--- src/hdl/modbus_rtu_request_frame_detector_defines.svh ---
// Assertion macros for the Modbus RTU request frame detector.
`ifndef MODBUS_RTU_REQUEST_FRAME_DETECTOR_DEFINES_SVH
`define MODBUS_RTU_REQUEST_FRAME_DETECTOR_DEFINES_SVH

`ifndef SYNTHESIS
// Same-cycle implication, disabled during reset.
`define MRFD_ASSERT_IMPLIES(label, clk, rst_n, ante, cons) \
	label: assert property (@(posedge clk) disable iff (!rst_n) (ante) |-> (cons)) \
		else $error("mrfd assertion failed");
// Next-cycle implication, disabled during reset.
`define MRFD_ASSERT_NEXT(label, clk, rst_n, ante, cons) \
	label: assert property (@(posedge clk) disable iff (!rst_n) (ante) |=> (cons)) \
		else $error("mrfd assertion failed");
`else
`define MRFD_ASSERT_IMPLIES(label, clk, rst_n, ante, cons)
`define MRFD_ASSERT_NEXT(label, clk, rst_n, ante, cons)
`endif

`endif

--- src/hdl/mrfd_pkg.sv ---
// Shared types and constants of the Modbus RTU request frame detector.
package mrfd_pkg;

	localparam int WINDOW_DEPTH       = 8;
	localparam int CRC_BYTES          = 6;
	localparam int MAX_READ_REGS_DEF  = 127;

	localparam logic [15:0] CRC_POLY  = 16'hA001;
	localparam logic [15:0] CRC_INIT  = 16'hFFFF;
	localparam logic [17:0] READ_BYTE_LIMIT = 18'h20000;
	localparam logic [7:0]  STATION_RESET   = 8'd1;

	localparam logic [7:0] FC_READ_HOLDING = 8'd3;
	localparam logic [7:0] FC_READ_INPUT   = 8'd4;
	localparam logic [7:0] FC_WRITE_SINGLE = 8'd6;

	typedef enum logic [1:0] {
		ST_IDLE,
		ST_CRC,
		ST_DONE
	} mrfd_state_t;

	// Control of the shared CRC unit.
	typedef struct packed {
		logic init;
		logic en;
	} crc_ctrl_t;

endpackage

--- src/hdl/modbus_rtu_request_frame_detector.sv ---
// Modbus RTU request frame detector: window, sequencer, decode and result register.
// A kept byte moves from IDLE to CRC, where the shared byte-wise CRC unit walks window
// bytes 0..5 one per cycle, then to DONE, which loads the result register once it is
// empty or being drained; a byte dropped while tx_busy is high goes straight to DONE.
// in_ready is high only when idle, so a new byte waits until the last result is loaded.
// Reset (arst_n, asynchronous, active low): window cleared to zero, no pending request,
// station address 1, no result held.
`include "modbus_rtu_request_frame_detector_defines.svh"

module modbus_rtu_request_frame_detector #(
	parameter int MAX_READ_REGISTERS = mrfd_pkg::MAX_READ_REGS_DEF
) (
	input  logic        clk,
	input  logic        arst_n,
	// configuration
	input  logic        cfg_wen,
	input  logic [7:0]  cfg_wdata,
	// input channel
	input  logic        in_valid,
	output logic        in_ready,
	input  logic [7:0]  rx_byte,
	input  logic        tx_busy,
	// result channel
	output logic        out_valid,
	input  logic        out_ready,
	output logic        frame_valid,
	output logic        request_cancelled,
	output logic [2:0]  function_code,
	output logic [15:0] first_word,
	output logic [15:0] second_word,
	output logic        read_range_ok,
	output logic [7:0]  reply_byte_count,
	output logic [16:0] start_byte_offset,
	output logic        echo_request
);
	import mrfd_pkg::*;

	localparam logic [15:0] MaxCount = 16'(MAX_READ_REGISTERS);
	localparam logic [2:0]  LastCrcIdx = 3'(CRC_BYTES - 1);

	// ------------------------------------------------------------------
	// State
	// ------------------------------------------------------------------
	mrfd_state_t state_q, state_d;
	logic [7:0]  station_q;
	logic [7:0]  window_q [WINDOW_DEPTH];
	logic        pending_q;
	logic        busy_q;       // current byte was dropped
	logic [2:0]  byte_idx_q;   // window byte fed to the CRC unit

	logic        accept;
	logic        load_out;
	crc_ctrl_t   crc_ctrl;
	logic [15:0] crc;

	// ------------------------------------------------------------------
	// Sequencer: next state
	// ------------------------------------------------------------------
	always_comb begin
		state_d = state_q;
		unique case (state_q)
			ST_IDLE: begin
				if (in_valid) begin
					state_d = tx_busy ? ST_DONE : ST_CRC;
				end
			end
			ST_CRC: begin
				if (byte_idx_q == LastCrcIdx) begin
					state_d = ST_DONE;
				end
			end
			ST_DONE: begin
				if (load_out) begin
					state_d = ST_IDLE;
				end
			end
			default: state_d = ST_IDLE;
		endcase
	end

	// ------------------------------------------------------------------
	// Sequencer: outputs
	// ------------------------------------------------------------------
	always_comb begin
		in_ready      = (state_q == ST_IDLE);
		accept        = in_ready && in_valid;
		// Restart the CRC on every kept byte; advance it once per CRC cycle.
		crc_ctrl.init = accept && !tx_busy;
		crc_ctrl.en   = (state_q == ST_CRC);
		// Load the result register once it is empty or being drained.
		load_out      = (state_q == ST_DONE) && (!out_valid || out_ready);
	end

	always_ff @(posedge clk or negedge arst_n) begin
		if (!arst_n) begin
			state_q <= ST_IDLE;
		end else begin
			state_q <= state_d;
		end
	end

	// Configuration register; write it only while idle.
	always_ff @(posedge clk or negedge arst_n) begin
		if (!arst_n) begin
			station_q <= STATION_RESET;
		end else if (cfg_wen) begin
			station_q <= cfg_wdata;
		end
	end

	// ------------------------------------------------------------------
	// Sliding window: shift in a kept byte at the newest end
	// ------------------------------------------------------------------
	always_ff @(posedge clk or negedge arst_n) begin
		if (!arst_n) begin
			for (int k = 0; k < WINDOW_DEPTH; k++) begin
				window_q[k] <= 8'h00;
			end
		end else if (accept && !tx_busy) begin
			for (int k = 0; k < WINDOW_DEPTH - 1; k++) begin
				window_q[k] <= window_q[k + 1];
			end
			window_q[WINDOW_DEPTH - 1] <= rx_byte;
		end
	end

	always_ff @(posedge clk or negedge arst_n) begin
		if (!arst_n) begin
			busy_q     <= 1'b0;
			byte_idx_q <= '0;
		end else begin
			if (accept) begin
				busy_q     <= tx_busy;
				byte_idx_q <= '0;
			end else if (state_q == ST_CRC) begin
				byte_idx_q <= byte_idx_q + 3'd1;
			end
		end
	end

	// ------------------------------------------------------------------
	// Shared CRC unit, fed window bytes 0..5 in order
	// ------------------------------------------------------------------
	mrfd_crc_unit u_crc (
		.clk    (clk),
		.arst_n (arst_n),
		.ctrl   (crc_ctrl),
		.data   (window_q[byte_idx_q]),
		.crc    (crc)
	);

	// ------------------------------------------------------------------
	// Frame check and decode, evaluated in the DONE state
	// ------------------------------------------------------------------
	logic [7:0]  fc;
	logic        fc_ok;
	logic [15:0] crc_rx;
	logic        frame_ok;
	logic        is_read;
	logic [15:0] w1, w2;
	logic        count_ok;
	logic [17:0] byte_end;
	logic        range_ok;
	logic        cancel;

	always_comb begin
		fc       = window_q[1];
		fc_ok    = (fc == FC_READ_HOLDING) || (fc == FC_READ_INPUT) ||
		           (fc == FC_WRITE_SINGLE);
		crc_rx   = {window_q[7], window_q[6]};
		frame_ok = !busy_q && (window_q[0] == station_q) && fc_ok && (crc == crc_rx);
		w1       = {window_q[2], window_q[3]};
		w2       = {window_q[4], window_q[5]};
		is_read  = frame_ok && (fc != FC_WRITE_SINGLE);
		count_ok = (w2 != 16'd0) && (w2 <= MaxCount);
		// A count that passes count_ok is at most 127 by default, so twice it fits in eight bits.
		byte_end = {1'b0, w1, 1'b0} + {10'd0, w2[6:0], 1'b0};
		range_ok = is_read && count_ok && (byte_end <= READ_BYTE_LIMIT);
		cancel   = !busy_q && pending_q;
	end

	// Any kept byte clears the pending flag; a valid frame sets it again.
	always_ff @(posedge clk or negedge arst_n) begin
		if (!arst_n) begin
			pending_q <= 1'b0;
		end else if (load_out && !busy_q) begin
			pending_q <= frame_ok;
		end
	end

	// ------------------------------------------------------------------
	// Result register
	// ------------------------------------------------------------------
	logic        out_valid_q;
	logic        frame_valid_q;
	logic        cancelled_q;
	logic [2:0]  function_code_q;
	logic [15:0] first_word_q;
	logic [15:0] second_word_q;
	logic        read_range_ok_q;
	logic [7:0]  reply_byte_count_q;
	logic [16:0] start_byte_offset_q;
	logic        echo_request_q;

	always_ff @(posedge clk or negedge arst_n) begin
		if (!arst_n) begin
			out_valid_q <= 1'b0;
		end else if (load_out) begin
			out_valid_q <= 1'b1;
		end else if (out_ready) begin
			out_valid_q <= 1'b0;
		end
	end

	always_ff @(posedge clk) begin
		if (load_out) begin
			frame_valid_q       <= frame_ok;
			cancelled_q         <= cancel;
			function_code_q     <= frame_ok ? fc[2:0] : 3'd0;
			first_word_q        <= frame_ok ? w1 : 16'd0;
			second_word_q       <= frame_ok ? w2 : 16'd0;
			read_range_ok_q     <= range_ok;
			reply_byte_count_q  <= range_ok ? {w2[6:0], 1'b0} : 8'd0;
			start_byte_offset_q <= is_read ? {w1, 1'b0} : 17'd0;
			echo_request_q      <= frame_ok && (fc == FC_WRITE_SINGLE);
		end
	end

	assign out_valid         = out_valid_q;
	assign frame_valid       = frame_valid_q;
	assign request_cancelled = cancelled_q;
	assign function_code     = function_code_q;
	assign first_word        = first_word_q;
	assign second_word       = second_word_q;
	assign read_range_ok     = read_range_ok_q;
	assign reply_byte_count  = reply_byte_count_q;
	assign start_byte_offset = start_byte_offset_q;
	assign echo_request      = echo_request_q;

	// ------------------------------------------------------------------
	// Assertions
	// ------------------------------------------------------------------
	// A kept byte starts the CRC walk at window byte 0.
	`MRFD_ASSERT_NEXT(a_kept_starts_crc, clk, arst_n, accept && !tx_busy, (state_q == ST_CRC) && (byte_idx_q == 3'd0))
	// A reported valid frame leaves a pending request behind.
	`MRFD_ASSERT_NEXT(a_valid_sets_pending, clk, arst_n, load_out && frame_ok, pending_q && out_valid)
	// A result never both echoes a write and accepts a read.
	`MRFD_ASSERT_IMPLIES(a_echo_read_excl, clk, arst_n, out_valid, !(echo_request && read_range_ok))
	// A dropped byte never reports a frame or a cancellation.
	`MRFD_ASSERT_IMPLIES(a_drop_quiet, clk, arst_n, load_out && busy_q, !frame_ok && !cancel)

endmodule

--- src/hdl/mrfd_crc_unit.sv ---
// Byte-wise Modbus CRC-16 accumulator, one byte per enabled cycle.
module mrfd_crc_unit (
	input  logic               clk,
	input  logic               arst_n,
	input  mrfd_pkg::crc_ctrl_t ctrl,
	input  logic [7:0]         data,
	output logic [15:0]        crc
);
	import mrfd_pkg::*;

	logic [15:0] crc_q;
	logic [15:0] crc_next;

	// Eight reflected shift steps over one byte.
	always_comb begin
		logic [15:0] acc;
		acc = crc_q ^ {8'h00, data};
		for (int b = 0; b < 8; b++) begin
			if (acc[0]) begin
				acc = (acc >> 1) ^ CRC_POLY;
			end else begin
				acc = acc >> 1;
			end
		end
		crc_next = acc;
	end

	always_ff @(posedge clk or negedge arst_n) begin
		if (!arst_n) begin
			crc_q <= CRC_INIT;
		end else if (ctrl.init) begin
			crc_q <= CRC_INIT;
		end else if (ctrl.en) begin
			crc_q <= crc_next;
		end
	end

	assign crc = crc_q;

endmodule

--- config.mk ---
export PLATFORM = sky130hd
export DESIGN_NAME = modbus_rtu_request_frame_detector
export DESIGN_NICKNAME = d
export VERILOG_FILES = /design/src/hdl/mrfd_pkg.sv /design/src/hdl/modbus_rtu_request_frame_detector.sv /design/src/hdl/mrfd_crc_unit.sv
export VERILOG_INCLUDE_DIRS = /design/src /design/src/hdl
export SDC_FILE = /design/constraint.sdc
export NUM_CORES = 1
export LEC_CHECK = 0
export ABC_CLOCK_PERIOD_IN_PS = 8000
export BUFFER_PORTS_ARGS = -buffer_cell sky130_fd_sc_hd__buf_2
export CAP_MARGIN = 15
export CORE_MARGIN = 2
export CORE_UTILIZATION = 25
export CTS_CLUSTER_DIAMETER = 40
export DETAILED_ROUTE_END_ITERATION = 12
export SYNTH_ARGS = -nofsm -noshare
export SYNTH_HDL_FRONTEND = slang
export SYNTH_SLANG_ARGS = --single-unit
--- constraint.sdc ---
create_clock -name clk -period 8 [get_ports clk]
set_input_delay 0 -clock clk [delete_from_list [all_inputs] [get_ports clk]]
set_output_delay 0 -clock clk [all_outputs]
set_load 0.03 [all_outputs]
==> results.json, run 1 <==
{
  "top_routing_layer_in_use": "met4",
  "boundaryPins": 88,
  "setup.reg_to_reg.worst_slack_ns": 5.14,
  "tritoncts_clock_tree": "built",
  "post_syn_area_per_cell_sq_um": 13.55,
  "grtUsageTotal": 0.1180,
  "gpl.final_weighted_congestion": 0.8255,
  "grt_antenna_before_repair": 0,
  "worst_hold_class": "input pin to async pin",
  "startpoint_type": "flop",
  "io_buffers": 85,
  "clock_sinks": 158,
  "yosys_warnings": 0,
  "worstPathArrival_ns": 3.22,
  "ys_async_sr_fraction": 0.6076,
  "postRouteAntennaNets": 0,
  "tritoncts_buffer_count": 17,
  "routedLengthMet1_um": 8415,
  "vias_per_cell": 4.426,
  "floorplan.die.width_um": 177.4,
  "run_status": "complete, no violations",
  "rsz0062_at_grt": "false",
  "synth_top_cell_area_share": 0.2629,
  "ys_ff_latch": 158,
  "row_count": 63,
  "drt_iter0_markers": 260,
  "maximum_number_of_pins_on_one_net_before_global_route_repair": 80,
  "netlist-cell-type-count": 51,
  "finalNetCount": 699,
  "ys_seq_area_frac": 0.5699,
  "cts_max_path_buffers": 2,
  "timing_worst_slew_pin_value_ns": 1.027,
  "timing.final.setup_violations": 0,
  "placedCellCount": 1009,
  "detail_route.first_pass.iterations": 4,
  "die_y_um": 177.4,
  "post_synth_main_area_contributors": "sky130_fd_sc_hd__dfrtp_1, sky130_fd_sc_hd__edfxtp_1, sky130_fd_sc_hd__mux2_1, sky130_fd_sc_hd__dfstp_2, sky130_fd_sc_hd__mux2_2",
  "routed-wl-met2_um": 8169,
  "effective_utilization_at_floorplan": 0.2537,
  "layoutNonFillerInstCount": 1069,
  "num_antenna_cells": 0,
  "ctsRootBufferMaster": "sky130_fd_sc_hd__clkbuf_16",
  "dieArea_sq_um": 31480,
  "hpwl_um": 12130,
  "grt_pass1_vias": 4798,
  "dr_wl_met3_um": 814,
  "synth-main-ff-cell": "sky130_fd_sc_hd__dfrtp_1",
  "wl_um": 17750,
  "power.static_leakage_nw": 3.835,
  "syn-cell-area_sq_um": 7520,
  "core_area_sq_um": 29640,
  "area_growth_syn_to_layout_pct": 22.50,
  "timing.critical_path.from": "byte_idx_q[0]$_DFFE_PN0P_",
  "maxCapViolations": 0,
  "detailroute.via_count": 4731,
  "count_leader_synth": "sky130_fd_sc_hd__dfrtp_1",
  "worst-endpoint-required_ns": 8.36,
  "finalWorstPathRequiredPeriod_ns": 2.856,
  "reg2reg_launch_point": "byte_idx_q[0]$_DFFE_PN0P_",
  "critical_path.max_fanout": 34,
  "synth_top_area_cell": "sky130_fd_sc_hd__dfrtp_1",
  "cts.htree.levels": 4,
  "relSlewSlack": 0.3155,
  "worst_setup_hold_path_clk_slew_ns": 0.07,
  "cp_endpoint_kind": "flop",
  "p_per_area_nw_per_um2": 432.4,
  "vdd_ir_drop_max_mv": 0.2959,
  "syn-instance-count": 555,
  "remaining_drc_errors": 0,
  "crit-reg2reg-capture": "u_crc.crc[0]$_DFFE_PN1P_",
  "fin_skew_ns": 0.01111,
  "gr-total-overflow": 0,
  "max_freq_mhz": 350.1,
  "drive_above_1_share": 0.2887,
  "grt_first_pass_wirelength_um": 28140,
  "timing.setup.critical_path_class": "flop to flop",
  "wl_per_cell_um": 16.60,
  "final_hold_viol_count": 0,
  "synth-edff-count": 62,
  "maxSlewViolCount": 0,
  "ys_top_cells_by_count": "sky130_fd_sc_hd__dfrtp_1, sky130_fd_sc_hd__edfxtp_1, sky130_fd_sc_hd__mux2_1",
  "rr_worst_depth": 9,
  "worst_skew_pair_later_pin_latency_ns": 0.43,
  "totalNegativeSetupSlack_ns": 0,
  "layout_worst_path_cycle_share": 0.3570
}
logic make-up (layout without fill, tap and decap cells):
family | Yosys count | in the layout | share of synthesized area
AO/OA/AOI/OAI | 57 | 57 | 0.05158
XOR/XNOR | 50 | 50 | 0.06805
adder cells (fa/ha/maj) | 10 | 10 | 0.01764
buffers and inverters | 31 | 154 | 0.02296
flip-flops | 158 | 158 | 0.5699
multiplexers | 108 | 108 | 0.1631
other | 1 | 2 | 0.0004987
AND/OR/NAND/NOR | 140 | 140 | 0.1063
worst max-delay path by stage:
stage	to	slack [ns]
floorplan	echo_request$_DFFE_PP_	4.23
detailed placement	u_crc.crc[0]$_DFFE_PN1P_	5.14
global placement	u_crc.crc[0]$_DFFE_PN1P_	5.16
global route	u_crc.crc[0]$_DFFE_PN1P_	4.89
finish	u_crc.crc[0]$_DFFE_PN1P_	5.14
CTS	u_crc.crc[0]$_DFFE_PN1P_	5.12
through the flow:
step / hold slack [ns] / utilization / worst slack (ns) / cell area, sq um / total power [mW]
6_report: 0.01177 / 0.3108 / 5.144 / 9211 / 3.983
5_1_grt: 0.05577 / 0.3108 / 4.890 / 9211 / 4.248
4_1_cts: 0.01311 / 0.3108 / 5.122 / 9211 / 4.006
3_5_place_dp: -0.09979 / 0.2815 / 5.139 / 8343 / 3.164
3_3_place_gp: -0.1008 / 0.2815 / 5.164 / 8343 / 3.169
2_1_floorplan: -0.2956 / - / 4.228 / 7523 / 2.761
state kept, by name, indices dropped and copies added (netlist names), 8 cells and up:
register and flops:
crc_rx 16, first_word 16, second_word 16, start_byte_offset 16, u_crc.crc 16, w1 16, w2 16, fc 8
station_q 8, window_q 8
power breakdown:
group	switching [mW]	internal [mW]
sequential	0.358	1.14
combinational	0.830	0.855
clock	0.319	0.486
worst max-delay path: stages (launching register included):
cell                       delay [ns]
sky130_fd_sc_hd__dfrtp_1         0.32
sky130_fd_sc_hd__buf_4           0.42
sky130_fd_sc_hd__mux2_2          0.25
sky130_fd_sc_hd__o22ai_1         0.06
sky130_fd_sc_hd__a221oi_1        0.39
sky130_fd_sc_hd__xnor2_2         0.22
sky130_fd_sc_hd__xnor2_1         0.16
sky130_fd_sc_hd__xnor3_2         0.48
sky130_fd_sc_hd__xnor3_1         0.34
sky130_fd_sc_hd__a21oi_1         0.14
per-layer routing:
metal | global-route usage | up-vias
met5 | 0 | -
met4 | 0.04303 | 0
met3 | 0.02871 | 23
met2 | 0.1843 | 117
met1 | 0.1585 | 2334
li1 | - | 2257
cells in the final DEF, fill, tap and decap left out, types with 6 or more instances in the layout:
cell type and count:
sky130_fd_sc_hd__nor3_1 14, sky130_fd_sc_hd__dfstp_2 17, sky130_fd_sc_hd__mux2_1 50, sky130_fd_sc_hd__nand2_1 18, sky130_fd_sc_hd__and2_1 36, sky130_fd_sc_hd__buf_4 7, sky130_fd_sc_hd__nor2_1 14, sky130_fd_sc_hd__mux2i_1 16
sky130_fd_sc_hd__o22ai_1 10, sky130_fd_sc_hd__and4_1 7, sky130_fd_sc_hd__nor2b_1 6, sky130_fd_sc_hd__clkbuf_16 17, sky130_fd_sc_hd__dlygate4sd3_1 29, sky130_fd_sc_hd__nor4_1 9, sky130_fd_sc_hd__dfrtp_1 79, sky130_fd_sc_hd__mux2_2 38
sky130_fd_sc_hd__o21ai_0 6, sky130_fd_sc_hd__a21oi_1 15, sky130_fd_sc_hd__xor2_1 28, sky130_fd_sc_hd__buf_2 84, sky130_fd_sc_hd__xnor2_2 6, sky130_fd_sc_hd__o21ai_1 8, sky130_fd_sc_hd__edfxtp_1 62, sky130_fd_sc_hd__xnor2_1 14
sky130_fd_sc_hd__and3_1 17, sky130_fd_sc_hd__ha_1 9
area by class of cell:
type,instances,area (sq um)
clock buffer,19,432.9
clock inverter,12,145.1
fill,3018,20430
inverter,3,11.26
multi-input combinational,367,3085
sequential,158,4285
tap,390,488.0
timing repair buffer,120,763.2
repair_timing:
action,4_1_cts,5_1_grt
resized for setup,0,0
hold buffers,29,0
setup endpoints to repair,0,0
hold endpoints to repair,41,0
buffers inserted,0,0
Power figures use the tool's default switching activity.
==> run 2: changes to the inputs <==
Settings changed: ABC_AREA set to 1, ABC_CLOCK_PERIOD_IN_PS 8000 to 2400.
Clock period 8 ns to 2.4 ns, I/O delays scaled along.
==> results.json, run 2 <==
{
  "p_per_area_nw_per_um2": 1515,
  "timing.critical_path.from": "w2[0]$_DFFE_PN0P_",
  "post_synth_main_area_contributors": "sky130_fd_sc_hd__dfrtp_1, sky130_fd_sc_hd__edfxtp_1, sky130_fd_sc_hd__nand2_1, sky130_fd_sc_hd__o21ai_0, sky130_fd_sc_hd__dfstp_2",
  "final_hold_viol_count": 0,
  "post_syn_area_per_cell_sq_um": 9.123,
  "floorplan.die.width_um": 178.8,
  "netlist-cell-type-count": 47,
  "wl_per_cell_um": 15.88,
  "timing.final.setup_violations": 0,
  "critical_path.max_fanout": 8,
  "critPathMostFrequentCell": "sky130_fd_sc_hd__nor2_1",
  "worst_skew_pair_later_pin_latency_ns": 0.44,
  "grtUsageTotal": 0.1427,
  "path_cells": "ha_4 > fa_2 > or2_4 > nand2_2 > o2111ai_2 > nor3_2 > nand3_1 > nor2_1 > o2111ai_1 > nand2_1 > nand2_4 > nor2_1",
  "cts.htree.levels": 4,
  "finalCoreUtilization": 0.3317,
  "core_area_sq_um": 29870,
  "finalWorstPathRequiredPeriod_ns": 2.333,
  "dieArea_sq_um": 31960,
  "remaining_drc_errors": 0,
  "wl_um": 22170,
  "num_antenna_cells": 0,
  "power_report.internal_total_mw": 8.109,
  "combPwrFrac": 0.498,
  "maxSlewViolCount": 0,
  "worst_setup_hold_path_clk_slew_ns": 0.07,
  "slowest_delay_ns": 0.41,
  "ctsRootBufferMaster": "sky130_fd_sc_hd__clkbuf_16",
  "clkPwrFrac": 0.186,
  "finalNetCount": 1025,
  "postRouteAntennaNets": 0,
  "synth-edff-count": 62,
  "hpwl_um": 16380,
  "relSlewSlack": 0.6086,
  "cts_max_path_buffers": 2,
  "rsz0062_at_grt": "true",
  "fin_skew_ns": 0.01047,
  "syn-instance-count": 837,
  "most-common-layout-cells": "sky130_fd_sc_hd__nand2_1, sky130_fd_sc_hd__o21ai_0, sky130_fd_sc_hd__inv_1",
  "timing.setup.critical_path_class": "flop to flop",
  "ys_async_sr_fraction": 0.6076,
  "ys_top_cells_by_count": "sky130_fd_sc_hd__nand2_1, sky130_fd_sc_hd__o21ai_0, sky130_fd_sc_hd__inv_1",
  "row_count": 63,
  "total_power_mw": 15.01,
  "vdd_ir_drop_max_mv": 0.7490,
  "boundaryPins": 88,
  "startpoint_type": "flop",
  "gr-total-overflow": 0,
  "cp_endpoint_kind": "flop",
  "mostFrequentLayoutCell": "sky130_fd_sc_hd__nand2_1",
  "grt_first_pass_wirelength_um": 34320,
  "worst_slack_ns": 0.06694,
  "power.static_leakage_nw": 4.305,
  "drive_above_1_share": 0.2535,
  "detail_route.first_pass.iterations": 6,
  "worstPathArrival_ns": 2.63,
  "crit_slowest_cell": "sky130_fd_sc_hd__dfrtp_1",
  "endpoint": "reply_byte_count[2]$_SDFFCE_PN0P_",
  "layoutNonFillerInstCount": 1396,
  "effective_utilization_at_floorplan": 0.2556,
  "synth_top_cell_area_share": 0.2589,
  "io_buffers": 85,
  "grt_pass1_vias": 6121,
  "ys_ff_latch": 158,
  "maxCapViolations": 0,
  "area_growth_syn_to_layout_pct": 29.79,
  "tritoncts_clock_tree": "built",
  "totalNegativeSetupSlack_ns": 0,
  "drt_iter0_markers": 470,
  "synth_top_area_cell": "sky130_fd_sc_hd__dfrtp_1",
  "yosys_warnings": 0,
  "p_switching_mw": 6.905,
  "tritoncts_buffer_count": 17,
  "top_routing_layer_in_use": "met4",
  "multi_input_area_sq_um": 2960,
  "sw_frac_of_total": 0.4599,
  "grt_antenna_before_repair": 0,
  "syn-cell-area_sq_um": 7636,
  "filler_cell_count": 3090,
  "setup.reg_to_reg.worst_slack_ns": 0.07,
  "detailroute.via_count": 6475,
  "gpl.final_weighted_congestion": 0.8662,
  "clock_sinks": 158,
  "run_status": "complete, no violations",
  "reg2reg_launch_point": "w2[0]$_DFFE_PN0P_",
  "maximum_number_of_pins_on_one_net_before_global_route_repair": 84,
  "worst-endpoint-required_ns": 2.70,
  "die_y_um": 178.8,
  "routed-wl-met2_um": 10450,
  "ff_latch_area_sq_um": 4285,
  "dpl_worst_slack_ns": -0.03328,
  "max_freq_mhz": 428.6,
  "layout_worst_path_cycle_share": 0.9721,
  "ys_seq_area_frac": 0.5612,
  "timing_worst_slew_pin_value_ns": 0.5857,
  "synth-main-ff-cell": "sky130_fd_sc_hd__dfrtp_1",
  "worst_hold_class": "input pin to async pin",
  "rr_worst_depth": 12,
  "crit-reg2reg-capture": "reply_byte_count[2]$_SDFFCE_PN0P_",
  "routedLengthMet1_um": 9954,
  "vias_per_cell": 4.638,
  "placedCellCount": 1325,
  "power.sequential.fraction": 0.316,
  "count_leader_synth": "sky130_fd_sc_hd__nand2_1",
  "dr_wl_met3_um": 1329
}
==> run 2: worst min path at each step <==
| stage | end | slack (ns) | depth (start not counted) |
|---|---|---|---|
| floorplan | busy_q$_DFFE_PN0P_ | -0.30 | 0 |
| global placement | station_q[5]$_DFFE_PN0P_ | 0.04 | 1 |
| detailed placement | crc_rx[12]$_DFFE_PN0P_ | 0.05 | 1 |
| CTS | u_crc.crc[1]$_DFFE_PN1P_ | 0.11 | 6 |
| global route | w1[10]$_DFFE_PN0P_ | 0.15 | 5 |
| finish | window_q[57]$_DFFE_PN0P_ | 0.11 | 2 |
==> run 2: power by group through the flow <==
stage | sequential (mW) | clock [mW] | combinational, mW
floorplan | 5.05 | 0 | 4.34
finish | 4.75 | 2.80 | 7.47
CTS | 4.73 | 2.84 | 7.00
global placement | 4.75 | 0 | 6.78
detailed placement | 4.77 | 0 | 6.90
global route | 4.87 | 2.97 | 8.17
==> run 2: what timing repair did <==
| item | 4_1_cts | 5_1_grt |
|---|---|---|
| pin swaps | 0 | 13 |
| gates cloned | 0 | 0 |
| buffers inserted | 0 | 6 |
| setup endpoints to repair | 8 | 32 |
| hold buffers | 33 | 0 |
| resized for setup | 1 | 40 |
| hold endpoints to repair | 56 | 0 |
==> run 2: through the flow <==
step | hold slack [ns] | cell area, sq um
6_report | 0.1082 | 9911
5_1_grt | 0.1479 | 9911
4_1_cts | 0.1063 | 9704
3_5_place_dp | 0.04597 | 8773
3_3_place_gp | 0.04491 | 8773
2_1_floorplan | -0.2956 | 7647
==> run 2: metal layers <==
| metal | vias to the layer above | GRT usage |
|---|---|---|
| met1 | 3098 | 0.1950 |
| met3 | 30 | 0.02608 |
| met2 | 250 | 0.2251 |
| met4 | 0 | 0.05318 |
| met5 | - | 0 |
| li1 | 3097 | - |
==> run 2: layout make-up <==
class                      instances  share of cell area
clock buffer                      18             0.04330
timing repair buffer             171              0.1220
clock inverter                    14             0.01704
inverter                          97             0.03737
tap                              390             0.04924
multi-input combinational        548              0.2987
sequential                       158              0.4324
==> run 2: cells by family after synthesis <==
family | Yosys count | share of synthesized area
other | 1 | 0.0004911
XOR/XNOR | 15 | 0.02065
buffers and inverters | 132 | 0.07258
adder cells (fa/ha/maj) | 10 | 0.01737
flip-flops | 158 | 0.5612
multiplexers | 3 | 0.004424
AO/OA/AOI/OAI | 150 | 0.1111
AND/OR/NAND/NOR | 368 | 0.2122
==> run 2: worst max-delay path: cells and delay by family, from the launching register on <==
family / cells / cell delay [ns]
AND/OR/NAND/NOR: 8 / 1.02
adder cells (fa/ha/maj): 2 / 0.58
flip-flops: 1 / 0.41
AO/OA/AOI/OAI: 2 / 0.19
